**src/sv/rsfp_pkg.sv**
```systemverilog
// ----------------------------------------------------------------------------
// rsfp_pkg
// Shared constants and types for the range sensor frame parser.
// ----------------------------------------------------------------------------
`default_nettype none

package rsfp_pkg;

   localparam int unsigned BYTE_W    = 8;
   localparam int unsigned DIST_W    = 32;
   localparam int unsigned ERR_W     = 16;
   localparam int unsigned COUNT_W   = 4;

   localparam logic [BYTE_W-1:0]  HDR0        = 8'hB4;
   localparam logic [BYTE_W-1:0]  HDR1        = 8'h69;
   localparam int unsigned        ERR_BIT_POS = 7;
   localparam logic [COUNT_W-1:0] FRAME_LEN   = 4'd8;
   localparam logic [COUNT_W-1:0] CHK_POS     = 4'd7;
   localparam logic [COUNT_W-1:0] POS_HDR0    = 4'd0;
   localparam logic [COUNT_W-1:0] POS_HDR1    = 4'd1;
   localparam logic [COUNT_W-1:0] POS_KIND    = 4'd2;
   localparam logic [COUNT_W-1:0] POS_PAYLOAD = 4'd3;

   typedef struct packed {
      logic [BYTE_W-1:0] rx_byte;
      logic              burst_end;
   } req_type;

   typedef struct packed {
      logic [DIST_W-1:0] distance;
      logic [ERR_W-1:0]  error_code;
      logic              reading_valid;
      logic              frame_accepted;
   } rsp_type;

endpackage

`default_nettype wire

```
**src/sv/rsfp_in_stage.sv**
```systemverilog
// ----------------------------------------------------------------------------
// rsfp_in_stage
// Input register holding one received byte until the parser consumes it.
// ----------------------------------------------------------------------------
`default_nettype none

module rsfp_in_stage (
   input  wire logic             clock,
   input  wire logic             reset,
   input  wire logic             req_valid,
   output logic                  req_ready,
   input  wire rsfp_pkg::req_type req_data,
   output logic                  hold_valid,
   output rsfp_pkg::req_type     hold_data,
   input  wire logic             hold_take
);

   logic              valid_ff;
   logic              valid_in;
   rsfp_pkg::req_type data_ff;

   assign req_ready = !valid_ff || hold_take;

   always_comb begin
      valid_in = valid_ff;
      if (req_ready) begin
         valid_in = req_valid;
      end
   end

   always_ff @(posedge clock) begin
      if (reset) begin
         valid_ff <= 1'b0;
      end else begin
         valid_ff <= valid_in;
      end
   end

   always_ff @(posedge clock) begin
      if (req_valid && req_ready) begin
         data_ff <= req_data;
      end
   end

   assign hold_valid = valid_ff;
   assign hold_data  = data_ff;

endmodule

`default_nettype wire

```
**src/sv/rsfp_burst_track.sv**
```systemverilog
// ----------------------------------------------------------------------------
// rsfp_burst_track
// Per-burst header, checksum and payload tracking plus the held reading.
// ----------------------------------------------------------------------------
`default_nettype none

module rsfp_burst_track (
   input  wire logic              clock,
   input  wire logic              reset,
   input  wire logic              step,
   input  wire rsfp_pkg::req_type byte_in,
   output rsfp_pkg::rsp_type      result
);

   logic [rsfp_pkg::COUNT_W-1:0] count_ff, count_in;
   logic [rsfp_pkg::BYTE_W-1:0]  xor_ff, xor_in;
   logic                         hdr_ok_ff, hdr_ok_in;
   logic                         kind_ff, kind_in;
   logic [rsfp_pkg::DIST_W-1:0]  payload_ff, payload_in;
   logic                         chk_ok_ff, chk_ok_in;
   logic [rsfp_pkg::DIST_W-1:0]  dist_ff, dist_in;
   logic [rsfp_pkg::ERR_W-1:0]   err_ff, err_in;
   logic                         vld_ff, vld_in;
   logic                         accepted;

   always_comb begin
      count_in   = count_ff;
      xor_in     = xor_ff;
      hdr_ok_in  = hdr_ok_ff;
      kind_in    = kind_ff;
      payload_in = payload_ff;
      chk_ok_in  = chk_ok_ff;
      if (count_ff < rsfp_pkg::FRAME_LEN) begin
         if (count_ff == rsfp_pkg::POS_HDR0 && byte_in.rx_byte != rsfp_pkg::HDR0) begin
            hdr_ok_in = 1'b0;
         end
         if (count_ff == rsfp_pkg::POS_HDR1 && byte_in.rx_byte != rsfp_pkg::HDR1) begin
            hdr_ok_in = 1'b0;
         end
         if (count_ff == rsfp_pkg::POS_KIND) begin
            kind_in = byte_in.rx_byte[rsfp_pkg::ERR_BIT_POS];
         end
         if (count_ff >= rsfp_pkg::POS_PAYLOAD && count_ff < rsfp_pkg::CHK_POS) begin
            payload_in = {payload_ff[rsfp_pkg::DIST_W-rsfp_pkg::BYTE_W-1:0], byte_in.rx_byte};
         end
         if (count_ff < rsfp_pkg::CHK_POS) begin
            xor_in = xor_ff ^ byte_in.rx_byte;
         end else begin
            chk_ok_in = (byte_in.rx_byte == xor_ff);
         end
         count_in = count_ff + 1'b1;
      end

      accepted = (count_in == rsfp_pkg::FRAME_LEN) && hdr_ok_in && chk_ok_in;

      dist_in = dist_ff;
      err_in  = err_ff;
      vld_in  = vld_ff;
      if (byte_in.burst_end && accepted) begin
         if (kind_in) begin
            err_in  = payload_in[rsfp_pkg::ERR_W-1:0];
            dist_in = '0;
            vld_in  = 1'b0;
         end else begin
            dist_in = payload_in;
            err_in  = '0;
            vld_in  = 1'b1;
         end
      end

      result.distance       = dist_in;
      result.error_code     = err_in;
      result.reading_valid  = vld_in;
      result.frame_accepted = accepted;
   end

   always_ff @(posedge clock) begin
      if (reset) begin
         count_ff   <= '0;
         xor_ff     <= '0;
         hdr_ok_ff  <= 1'b1;
         kind_ff    <= 1'b0;
         payload_ff <= '0;
         chk_ok_ff  <= 1'b0;
         dist_ff    <= '0;
         err_ff     <= '0;
         vld_ff     <= 1'b0;
      end else if (step) begin
         dist_ff <= dist_in;
         err_ff  <= err_in;
         vld_ff  <= vld_in;
         if (byte_in.burst_end) begin
            count_ff   <= '0;
            xor_ff     <= '0;
            hdr_ok_ff  <= 1'b1;
            kind_ff    <= 1'b0;
            payload_ff <= '0;
            chk_ok_ff  <= 1'b0;
         end else begin
            count_ff   <= count_in;
            xor_ff     <= xor_in;
            hdr_ok_ff  <= hdr_ok_in;
            kind_ff    <= kind_in;
            payload_ff <= payload_in;
            chk_ok_ff  <= chk_ok_in;
         end
      end
   end

endmodule

`default_nettype wire

```
**src/sv/rsfp_out_stage.sv**
```systemverilog
// ----------------------------------------------------------------------------
// rsfp_out_stage
// Result register that holds one finished request until it is taken.
// ----------------------------------------------------------------------------
`default_nettype none

module rsfp_out_stage (
   input  wire logic              clock,
   input  wire logic              reset,
   input  wire logic              load,
   input  wire rsfp_pkg::rsp_type load_data,
   output logic                   slot_free,
   output logic                   rsp_valid,
   input  wire logic              rsp_ready,
   output rsfp_pkg::rsp_type      rsp_data
);

   logic              valid_ff;
   logic              valid_in;
   rsfp_pkg::rsp_type data_ff;

   assign slot_free = !valid_ff || rsp_ready;

   always_comb begin
      valid_in = valid_ff;
      if (slot_free) begin
         valid_in = load;
      end
   end

   always_ff @(posedge clock) begin
      if (reset) begin
         valid_ff <= 1'b0;
      end else begin
         valid_ff <= valid_in;
      end
   end

   always_ff @(posedge clock) begin
      if (load && slot_free) begin
         data_ff <= load_data;
      end
   end

   assign rsp_valid = valid_ff;
   assign rsp_data  = data_ff;

endmodule

`default_nettype wire

```
**src/sv/range_sensor_frame_parser.sv**
```systemverilog
// ----------------------------------------------------------------------------
// range_sensor_frame_parser
// Checks header, length and XOR checksum of range sensor bursts and keeps
// the last good distance or error reading.
// ----------------------------------------------------------------------------
//  Channel   Direction  Content
//  req_      in         one received byte and its end-of-burst mark
//  rsp_      out        held reading and pass flag, one per finished burst
//
// Each byte request is held in the input register before it steps the burst
// tracker, and a burst's result loads the result register at the edge on which
// its last byte leaves the input register.
// The parser takes one byte every cycle; only a full result register with
// rsp_ready low stalls it, and then only when the waiting byte ends a burst.
// Synchronous reset returns the burst state to its start and clears the held reading to zero.
// ----------------------------------------------------------------------------
`default_nettype none

module range_sensor_frame_parser (
   input  wire logic        clock,
   input  wire logic        reset,
   input  wire logic        req_valid,
   output logic             req_ready,
   input  wire logic [7:0]  req_rx_byte,
   input  wire logic        req_burst_end,
   output logic             rsp_valid,
   input  wire logic        rsp_ready,
   output logic [31:0]      rsp_distance,
   output logic [15:0]      rsp_error_code,
   output logic             rsp_reading_valid,
   output logic             rsp_frame_accepted
);

   rsfp_pkg::req_type req_data;
   rsfp_pkg::req_type hold_data;
   rsfp_pkg::rsp_type eval_data;
   rsfp_pkg::rsp_type rsp_data;
   logic              hold_valid;
   logic              hold_take;
   logic              slot_free;

   assign req_data.rx_byte   = req_rx_byte;
   assign req_data.burst_end = req_burst_end;

   assign hold_take = hold_valid && (!hold_data.burst_end || slot_free);

   rsfp_in_stage u_in_stage (
      .clock      (clock),
      .reset      (reset),
      .req_valid  (req_valid),
      .req_ready  (req_ready),
      .req_data   (req_data),
      .hold_valid (hold_valid),
      .hold_data  (hold_data),
      .hold_take  (hold_take)
   );

   rsfp_burst_track u_burst_track (
      .clock   (clock),
      .reset   (reset),
      .step    (hold_take),
      .byte_in (hold_data),
      .result  (eval_data)
   );

   rsfp_out_stage u_out_stage (
      .clock     (clock),
      .reset     (reset),
      .load      (hold_take && hold_data.burst_end),
      .load_data (eval_data),
      .slot_free (slot_free),
      .rsp_valid (rsp_valid),
      .rsp_ready (rsp_ready),
      .rsp_data  (rsp_data)
   );

   assign rsp_distance       = rsp_data.distance;
   assign rsp_error_code     = rsp_data.error_code;
   assign rsp_reading_valid  = rsp_data.reading_valid;
   assign rsp_frame_accepted = rsp_data.frame_accepted;

endmodule

`default_nettype wire

```
**config.mk**
```make
export PLATFORM = sky130hd
export DESIGN_NAME = range_sensor_frame_parser
export DESIGN_NICKNAME = d
export VERILOG_FILES = /design/src/sv/rsfp_pkg.sv /design/src/sv/rsfp_in_stage.sv /design/src/sv/rsfp_burst_track.sv /design/src/sv/rsfp_out_stage.sv /design/src/sv/range_sensor_frame_parser.sv
export SDC_FILE = /design/constraint.sdc
export NUM_CORES = 1
export LEC_CHECK = 0
export ABC_AREA = 0
export BUFFER_PORTS_ARGS = -buffer_cell sky130_fd_sc_hd__buf_4
export CAP_MARGIN = 20
export CORE_UTILIZATION = 25
export CTS_CLUSTER_SIZE = 10
export DETAILED_ROUTE_END_ITERATION = 8
export SKIP_CTS_REPAIR_TIMING = 1
export SYNTH_ARGS = -nofsm -noshare
export SYNTH_HDL_FRONTEND = slang
export SYNTH_SLANG_ARGS = --single-unit
```
**constraint.sdc**
```tcl
create_clock -name clock -period 6.4 [get_ports clock]
set_clock_uncertainty 0.2 [all_clocks]
set_input_delay 1.6 -clock clock [delete_from_list [all_inputs] [get_ports clock]]
set_output_delay 1.6 -clock clock [all_outputs]
set_load 0.005 [all_outputs]
```
* Yosys cells after proc, flatten, opt, wreduce, memory -nomap -nowiden *
Cells that the tools add are included.

cells by class
  equality and inequality tests = 6
  $lt $le $gt $ge = 3
  bitwise logic cells = 1
  reduce and logical (&&, ||, !) cells = 20
  multiplexer cells = 24
  $add $sub $neg = 1

operators with widths
  operator                                               number
  two-way mux 32 bit                                     5
  two-way mux 16 bit                                     2
  two-way mux 8 bit                                      3
  two-way mux 1 bit                                      12
  logical AND 1 bit                                      10
  equality test 8 bit                                    1
  two-way mux 4 bit                                      2
  inequality test 8 x 7 -> 1 bit, second input constant  1
  inequality test 8 bit, second input constant           1
  XOR 8 bit                                              1
  adder 4 x 1 -> 4 bit, second input constant            1
  equality test 4 x 1 -> 1 bit, second input constant    1
  equality test 4 x 2 -> 1 bit, second input constant    1
  equality test 4 bit, second input constant             1
  >= comparator 4 x 2 -> 1 bit, second input constant    1
  zero test 4 bit                                        1
  < comparator 4 x 3 -> 1 bit, second input constant     1
  < comparator 4 bit, second input constant              1
  nonzero test 2 bit                                     2
  zero test 1 bit                                        3
  logical OR 1 bit                                       3
  AND reduction 3 bit                                    1

storage, ports and cells
  register bits after elaboration = 157
  word-level logic and storage cells = 72
  input bits = 13

* Longest topological paths before layout *
Gate-level depths: netlist of run 1.

  depth in word-level cells = 9
  mapped depth = 9

* Hierarchy *
Synthesis of run 1 repeated with hierarchy kept, for this count alone.

second synthesis, totals
  cells, all modules = 655
  area total of the unflattened synthesis = 7091.8 um^2

modules (own cells, without submodules)
  module                     cells an instance  times used  seq. area each (um^2)  area each (um^2)
  rsfp_burst_track           583                1           1921.8                 5191.2
  rsfp_out_stage             55                 1           1521.5                 1556.5
  rsfp_in_stage              14                 1           290.3                  325.3
  range_sensor_frame_parser  3                  1           0.0                    18.8

* Worst setup path after synthesis of run 1 *
Ideal clock, no wire load.

  path type = input-to-reg
  start = input rsp_ready
  end = register u_burst_track.dist_ff[23] (netlist bit)
  slack = 1.207 ns
  arrival = 4.865 ns
  path buffers = 1
  setup time = 0.129 ns
  stages on the path = 6
  cells stage by stage = nor2b_1 nor2_1 nand2_1 nor2_1 clkbuf_1 o21ai_0

between the ends
  longest elaborated chain between the ends = 3

ends and longest elaborated chain
  element               line                             source
  start, declared       range_sensor_frame_parser.sv:27  input wire logic rsp_ready,
  logical OR 1 bit      rsfp_out_stage.sv:22             assign slot_free = !valid_ff || rsp_ready;
  logical OR 1 bit      range_sensor_frame_parser.sv:45  assign hold_take = hold_valid && (!hold_data.burst_end || slot_free);
  logical AND 1 bit     range_sensor_frame_parser.sv:45
  end signal, assigned  rsfp_burst_track.sv:89           dist_ff <= dist_in;
  end, declared         rsfp_burst_track.sv:21           logic [rsfp_pkg::DIST_W-1:0] dist_ff, dist_in;

No other way between the ends.
A chain may end at the register's enable or synchronous reset.

* Worst setup path after layout of run 1 *
  start = input rsp_ready
  end = output req_ready

between the ends
  longest elaborated chain between the ends = 4

ends and longest elaborated chain
  element            line                             source
  logical OR 1 bit   rsfp_out_stage.sv:22
  logical OR 1 bit   range_sensor_frame_parser.sv:45
  logical AND 1 bit  range_sensor_frame_parser.sv:45
  logical OR 1 bit   rsfp_in_stage.sv:22              assign req_ready = !valid_ff || hold_take;
  end, declared      range_sensor_frame_parser.sv:23  output logic req_ready,

No other way between the ends.

==> metrics.md, run 1 <==
| Metric | Value |
|---|---|
| Status | `finished, final reports clean` |
| Synthesized net count | `712` |
| TritonCTS Sinks | `157` |
| Placed Cells | `1082` |
| Hold Path Origin | `u_burst_track.dist_ff[22]$_SDFFE_PP0P_` |
| N_diodes | `0` |
| Global-route wire length before repair | `around 28 mm` |
| CP cell instances | `buf_4 > nor2b_1 > nand3_1 > buf_4` |
| CTS Buffer Depth | `2` |
| Crit path required time | `4.60 ns` |
| Setup TNS | `0 ns` |
| CTS tree | `yes` |
| Final std cells w/o fill | `1117` |
| Area contributors post-synth | `dfxtp_1, edfxtp_1, mux2_2, o21ai_0, nor2_1` |
| DRC Markers | `0` |
| Crit Path Max Fanout | `7` |
| Synth Instances | `695` |
| YS warnings | `0` |
| Area leader, netlist | `dfxtp_1` |
| Sequential fraction of the synthesis area | `51.7%` |
| Top cell by count, worst path | `buf_4` |
| Startpoint Class | `primary input` |
| Final Max Tran Viols | `0` |
| Netlist cell types | `44` |
| Die Width | `172 um` |
| Reg2reg path depth | `6` |
| Period utilization | `about two thirds` |
| Peak Freq | `about 0.23 GHz` |
| Root buffer cell | `clkbuf_16` |
| Final wirelength | `17.8 mm` |
| R2R setup slack | `about 2.3 ns` |
| RSZ-0062 raised after global routing | `false` |
| Hold Vio Cnt, Final | `0` |
| R2r startpoint | `u_burst_track.count_ff[3]$_SDFFE_PP0P_` |
| Nets@finish | `between 700 and 800` |
| CTS clk-pin slew, worst paths | `roughly 0.070 ns` |
| Slowest-stage cell, CP | `nor2b_1` |
| Share of layout cells above drive strength 1 | `21.2%` |
| CP max stage delay | `0.49 ns` |
| Relative slew slack | `37.9%` |
| Hold path cells | `2` |
| Mean post-synth cell area | `10.4 um^2` |
| Starting DRT DRC Count | `between 500 and 600` |
| Boundary pin count | `65` |
| FF-to-FF End | `u_out_stage.rsp_data[25]$_DFFE_PP_` |
| Crit path buffers/inverters | `2` |
| Lkg Pwr | `0.00298 uW` |
| Slew at the pin closest to its max-slew limit | `0.930 ns` |
| Max-Cap Viols | `0` |
| Fill cells | `2927` |
| Critical path class | `in2out` |
| HPWL after DPL | `between 10 and 15 mm` |
| Layout area overhead | `19.0%` |
| Total core area | `0.0281 mm^2` |
| Clk_lat worst skew | `approximately 0.42 ns` |
| Routed WL per cell | `~16 um` |
| Vias per cell | `4.82` |
| Die Y | `172 um` |
| Initial Util | `25.7%` |
| 1st-pass router iterations | `5` |
| Cell Rows | `61` |
| Worst-case vdd ir drop | `0.000112 V` |
| Main flop type after synthesis | `dfxtp_1` |
| Top post-synthesis cells by count | `dfxtp_1, nor2_1, o21ai_0, edfxtp_1, clkbuf_1` |
| Worst setup EP type | `output pin` |
| Pin count of the biggest net entering global routing | `73` |
| EDFF count, synth | `59` |
| CP top delay family | `simple AND/OR/NAND/NOR gates` |
| RD Place Congestion | `0.769` |
| Worst min-delay path class | `reg2reg` |
| Initial antenna violation count | `0` |
| Register bit total from synthesis | `between 150 and 200` |
| Setup Viol. Count Final | `0` |
| Most frequent cell after synthesis | `dfxtp_1` |
| Hold Path End | `u_burst_track.dist_ff[22]$_SDFFE_PP0P_` |
| P per Cell Area | `252 mW/mm^2` |
| Worst Path Arrival | `roughly 2.6 ns` |
| GRT Total Usage | `12.4%` |
| Post-synth top area share | `27.1%` |
| Global route overflow | `0` |
| Full die area | `0.0296 mm^2` |
| Vias in the first global route | `5150` |
| IO buf count | `64` |
| Final ANT Viol Nets | `0` |
| Vias | `between 5000 and 6000` |
| H-Tree Depth | `4` |
| Mapped cell area | `0.00723 mm^2` |
| Final period demand of the worst path | `4.35 ns` |
| Post-synth ARST share | `0%` |
| CTS Buf Count | `17` |
==> tightest hold or removal path, stage by stage, from the launching register on <==
cell      delay, ns
dfxtp_1        0.31
nand2b_1       0.06
o21ai_1        0.05
==> worst max-delay path by stage <==
stage / from / end / slack, ns / cells past startpoint
finish: rsp_ready / req_ready / 2.05 / 4
global route: rsp_ready / req_ready / 1.97 / 4
CTS: rsp_ready / req_ready / 2.04 / 4
detailed placement: rsp_ready / req_ready / 2.05 / 4
global placement: rsp_ready / req_ready / 2.06 / 4
floorplan: rsp_ready / u_burst_track.dist_ff[23]$_SDFFE_PP0P_ / 1.21 / 6
==> power by group <==
group | switching, uW | total (uW) | internal, uW
registers | 13.9 | 1060 | 1050
clock network | 450 | 1040 | 592
logic | 39.6 | 66.7 | 27.2
==> cell families after synthesis <==
kind of cell,count (synthesis),share of synthesized area [%]
muxes,69,10.4
xor gates and xnor gates,10,1.42
AOI/OAI and AO/OA,181,15.9
DFF,157,51.7
adders and majority gates,4,0.693
and+or+nand+nor,207,15.6
buffers and inverters,67,4.24
==> final cells by class <==
type | count | area [um^2] | share of cell area (%)
repair buffers | 75 | 567 | 6.59
clock buffers | 18 | 429 | 4.99
clock inverters | 14 | 175 | 2.04
multi-input cells | 471 | 3210 | 37.3
well taps | 378 | 473 | 5.50
flip-flops and latches | 157 | 3730 | 43.4
inverters | 4 | 15.0 | 0.175
==> registers in the layout, summed over array words and instances (netlist names) <==
| register | flops |
|---|---|
| u_burst_track.payload_ff | 32 |
| u_burst_track.dist_ff | 32 |
| u_burst_track.vld_ff | 1 |
| u_in_stage.hold_data | 9 |
| u_burst_track.count_ff | 4 |
| u_burst_track.xor_ff | 8 |
| u_out_stage.rsp_valid | 1 |
| u_burst_track.err_ff | 16 |
| u_burst_track.hdr_ok_ff | 1 |
| u_out_stage.rsp_data | 50 |
| u_in_stage.hold_valid | 1 |
| u_burst_track.kind_ff | 1 |
| u_burst_track.chk_ok_ff | 1 |
==> cell usage in the layout (no fill, tap or decap), types with 2 or more instances in the layout <==
cell type / count
inv_6: 5
inv_8: 3
o21ai_0: 74
buf_4: 74
nor2_4: 2
nand3_1: 18
nor3_2: 2
xnor2_1: 7
nor2_1: 84
o41ai_1: 33
clkinv_4: 2
o21ai_1: 2
nand3b_1: 8
clkbuf_16: 17
edfxtp_1: 59
nand4b_1: 18
xnor2_2: 2
inv_1: 4
mux2_1: 10
and3_1: 2
nor2b_1: 35
nor4bb_1: 2
dfxtp_1: 98
a22oi_1: 36
nor3_1: 2
bufinv_16: 2
nand2_1: 8
a21oi_1: 29
ha_1: 4
mux2i_1: 19
nand2b_1: 20
mux2_2: 40
==> per-layer routing <==
metal	global-route usage [%]	vias up	routed length [um]
met5	0	-	0
met4	3.66	0	176
met3	2.75	12	875
met2	18.3	150	7890
met1	17.8	2611	8900
li1	-	2616	-
==> per-stage QoR <==
step | setup slack [ns] | area [um^2] | total power, uW | util, % | hold slack [ns]
3_5_place_dp | 2.05 | 7970 | 1150 | 28.4 | 0.257
5_1_grt | 1.97 | 8600 | 2250 | 30.6 | 0.292
4_1_cts | 2.04 | 8570 | 2200 | 30.5 | 0.270
2_1_floorplan | 1.21 | 7230 | 1120 | - | 0.233
3_3_place_gp | 2.06 | 7970 | 1150 | 28.4 | 0.251
6_report | 2.05 | 8600 | 2170 | 30.6 | 0.268
(Power assumes the default switching activity.)
==> run 2, diff against run 1 <==
- clock period: 6.4 -> 4.5 ns (I/O delays scaled with it)
==> run 2 against run 1 <==
  * Final area grew 0.32%
  * First-iteration DRC count is the same
  * Register-to-register slack lost 1.2 ns
  * Clock power grew 43%
  * Sequential share of layout area shrank 0.14 points
  * Count of clock-buffer cells in the layout grew 3
  * Non-clock buffer count grew 4
  * Final cell count grew 0.36%
  * Flip-flop and latch count is the same
  * Critical path type is now reg2reg
  * Largest cell class unchanged
==> metrics.md, run 2 (synthesized netlist as in run 1, its figures left out) <==
| Metric | Value |
|---|---|
| R2r startpoint | `u_in_stage.hold_data[1]$_DFFE_PP_ (was u_burst_track.count_ff[3]$_SDFFE_PP0P_)` |
| Vias | `5398 (was 5389)` |
| Met2 Usage GRT | `18.7% (was 18.3%)` |
| N_diodes | `0 (unchanged)` |
| Slew at the pin closest to its max-slew limit | `1.03 ns (was 0.930 ns)` |
| Global route overflow | `0 (unchanged)` |
| Final period demand of the worst path | `between 3 and 4 ns` |
| Worst-case hold slack | `0.265 ns (was 0.268 ns)` |
| Commonest non-fill, non-tap cell in the layout | `dfxtp_1 (unchanged)` |
| Crit path required time | `4.48 ns (was 4.60 ns)` |
| Full die area | `0.0296 mm^2 (unchanged)` |
| Initial Util | `25.7% (unchanged)` |
| IO buf count | `64 (unchanged)` |
| CTS tree | `yes (unchanged)` |
| Boundary pin count | `65 (unchanged)` |
| Global-route wire length before repair | `29.1 mm (was 28.3 mm)` |
| Cell Rows | `61 (unchanged)` |
| Period utilization | `approximately three quarters` |
| FF-to-FF End | `u_out_stage.rsp_data[27]$_DFFE_PP_ (was u_out_stage.rsp_data[25]$_DFFE_PP_)` |
| Lkg Pwr | `0.00300 uW (was 0.00298 uW)` |
| Crit path capture | `u_out_stage.rsp_data[27]$_DFFE_PP_ (was req_ready)` |
| Worst Path Arrival | `3.37 ns (was 2.55 ns)` |
| CP top delay family | `compound AO/OA/AOI/OAI gates (was simple AND/OR/NAND/NOR gates)` |
| Share of layout cells above drive strength 1 | `21.4% (was 21.2%)` |
| Status | `finished, final reports clean (unchanged)` |
| Vias per cell | `4.82 (about the same)` |
| Nets@finish | `747 (was 743)` |
| Worst path depth | `6 (was 4)` |
| Setup crit start | `u_in_stage.hold_data[1]$_DFFE_PP_ (was rsp_ready)` |
| CP cell instances | `xnor2_1 > nand4_2 > o31ai_4 > and3_2 > buf_4 > mux2_2 (was buf_4 > nor2b_1 > nand3_1 > buf_4)` |
| H-Tree Depth | `4 (unchanged)` |
| Die Width | `172 um (unchanged)` |
| Final ANT Viol Nets | `0 (unchanged)` |
| RD Place Congestion | `0.733 (was 0.769)` |
| Die Y | `172 um (unchanged)` |
| Worst-case vdd ir drop | `0.000183 V (was 0.000112 V)` |
| Peak Freq | `0.295 GHz` |
| Reg2reg path depth | `6 (unchanged)` |
| M1 GR Usage | `18.4% (was 17.8%)` |
| RSZ-0062 raised after global routing | `false (unchanged)` |
| Max reg flops | `50 (unchanged)` |
| Global-route met3 utilization | `3.07% (was 2.75%)` |
| Starting DRT DRC Count | `595 (unchanged)` |
| Setup TNS | `0 ns (unchanged)` |
| HPWL after DPL | `11.4 mm (was 11.1 mm)` |
| Slowest-stage cell, CP | `o31ai_4 (was nor2b_1)` |
| Fill cells | `2966 (was 2927)` |
| Most frequent cells in the layout | `dfxtp_1, nor2_1, buf_4, o21ai_0, edfxtp_1 (was dfxtp_1, nor2_1, o21ai_0, buf_4, edfxtp_1)` |
| Vias in the first global route | `5193 (was 5150)` |
| GRT Max-Usage Layer | `met2 (unchanged)` |
| DRC Markers | `0 (unchanged)` |
| Worst setup EP type | `flip-flop (was output pin)` |
| CTS Buffer Depth | `2 (unchanged)` |
| Layout area overhead | `19.4% (was 19.0%)` |
| CP max stage delay | `0.68 ns (was 0.49 ns)` |
| Initial antenna violation count | `0 (unchanged)` |
| GRT Total Usage | `12.8% (was 12.4%)` |
| Clk_lat worst skew | `0.42 ns (about the same)` |
| Worst min-delay path class | `reg2reg (unchanged)` |
| TritonCTS Sinks | `157 (unchanged)` |
| Crit Path Max Fanout | `49 (was 7)` |
| CTS clk-pin slew, worst paths | `0.07 ns (about the same)` |
| Pin count of the biggest net entering global routing | `66 (was 73)` |
| Routed WL per cell | `16.3 um (was 16.0 um)` |
| Startpoint Class | `flip-flop (was primary input)` |
| Placement Cell Area | `0.00802 mm^2 (was 0.00797 mm^2)` |
| Final Max Tran Viols | `0 (unchanged)` |
| Design area | `0.00863 mm^2 (was 0.00860 mm^2)` |
| R2R setup slack | `1.10 ns (was 2.31 ns)` |
| Critical path class | `reg2reg (was in2out)` |
| Final wirelength | `18.2 mm (was 17.8 mm)` |
| Total power | `3090 uW (was 2170 uW)` |
| 1st-pass router iterations | `5 (unchanged)` |
| Setup Viol. Count Final | `0 (unchanged)` |
| Root buffer cell | `clkbuf_16 (unchanged)` |
| Max-Cap Viols | `0 (unchanged)` |
| CTS Buf Count | `17 (unchanged)` |
| Crit path buffers/inverters | `1 (was 2)` |
| Total core area | `0.0281 mm^2 (unchanged)` |
| P per Cell Area | `358 mW/mm^2 (was 252 mW/mm^2)` |
| Relative slew slack | `31.1% (was 37.9%)` |
| Hold Vio Cnt, Final | `0 (unchanged)` |
-- run 2: how the worst min path moves through the flow --
stage / cells after the start / endpoint / startpoint / slack [ns]
floorplan: 2 / u_burst_track.hdr_ok_ff$_SDFFE_PP1P_ / u_burst_track.hdr_ok_ff$_SDFFE_PP1P_ / 0.23
global placement: 2 / u_burst_track.dist_ff[18]$_SDFFE_PP0P_ / u_burst_track.dist_ff[18]$_SDFFE_PP0P_ / 0.25
detailed placement: 2 / u_burst_track.dist_ff[22]$_SDFFE_PP0P_ / u_burst_track.dist_ff[22]$_SDFFE_PP0P_ / 0.25
CTS: 2 / u_burst_track.dist_ff[22]$_SDFFE_PP0P_ / u_burst_track.dist_ff[22]$_SDFFE_PP0P_ / 0.27
global route: 2 / u_burst_track.dist_ff[22]$_SDFFE_PP0P_ / u_burst_track.dist_ff[22]$_SDFFE_PP0P_ / 0.30
finish: 2 / u_burst_track.dist_ff[22]$_SDFFE_PP0P_ / u_burst_track.dist_ff[22]$_SDFFE_PP0P_ / 0.27
-- run 2: worst register-to-register path: cells and delay by family, from the launching register on --
family / cells / cell delay, ns
multiplexers: 1 / 0.46
buffers and inverters: 1 / 0.58
flip-flops: 1 / 0.52
AND/OR/NAND/NOR: 2 / 0.47
AO/OA/AOI/OAI: 1 / 0.68
XOR/XNOR: 1 / 0.24
-- run 2: metrics by stage --
step                      worst slack [ns]  util (%)  cells
after floorplan                      0.695         -    695
after CTS                             1.04      30.7   1120
final                                 1.10      30.7   1121
after global routing                 0.930      30.7   1121
after detailed placement              1.06      28.5   1088
after global placement                1.14      28.5   1086
-- run 2: routing by layer --
layer | share of wire [%] | vias up
met3 | 4.8 | 10
met4 | 1.1 | 0
met5 | 0 | -
met1 | 49 | 2629
li1 | - | 2618
met2 | 45 | 141
-- run 2: power by group --
group	total [uW]	leakage (uW)	switching [uW]	internal, uW
combinational	97.5	0.00135	57.9	39.6
clock	1490	0.000289	603	884
sequential	1510	0.00136	19.1	1490
total	3090	0.00300	680	2410
-- run 2: final cells by class --
class                   instances  area (um^2)  share of cell area (%)
flip-flops and latches        157         3730                    43.3
well taps                     378          473                    5.48
multi-input cells             471         3210                    37.2
clock buffers                  21          440                    5.11
repair buffers                 79          601                    6.96
inverters                       4         15.0                   0.174
clock inverters                11          158                    1.83
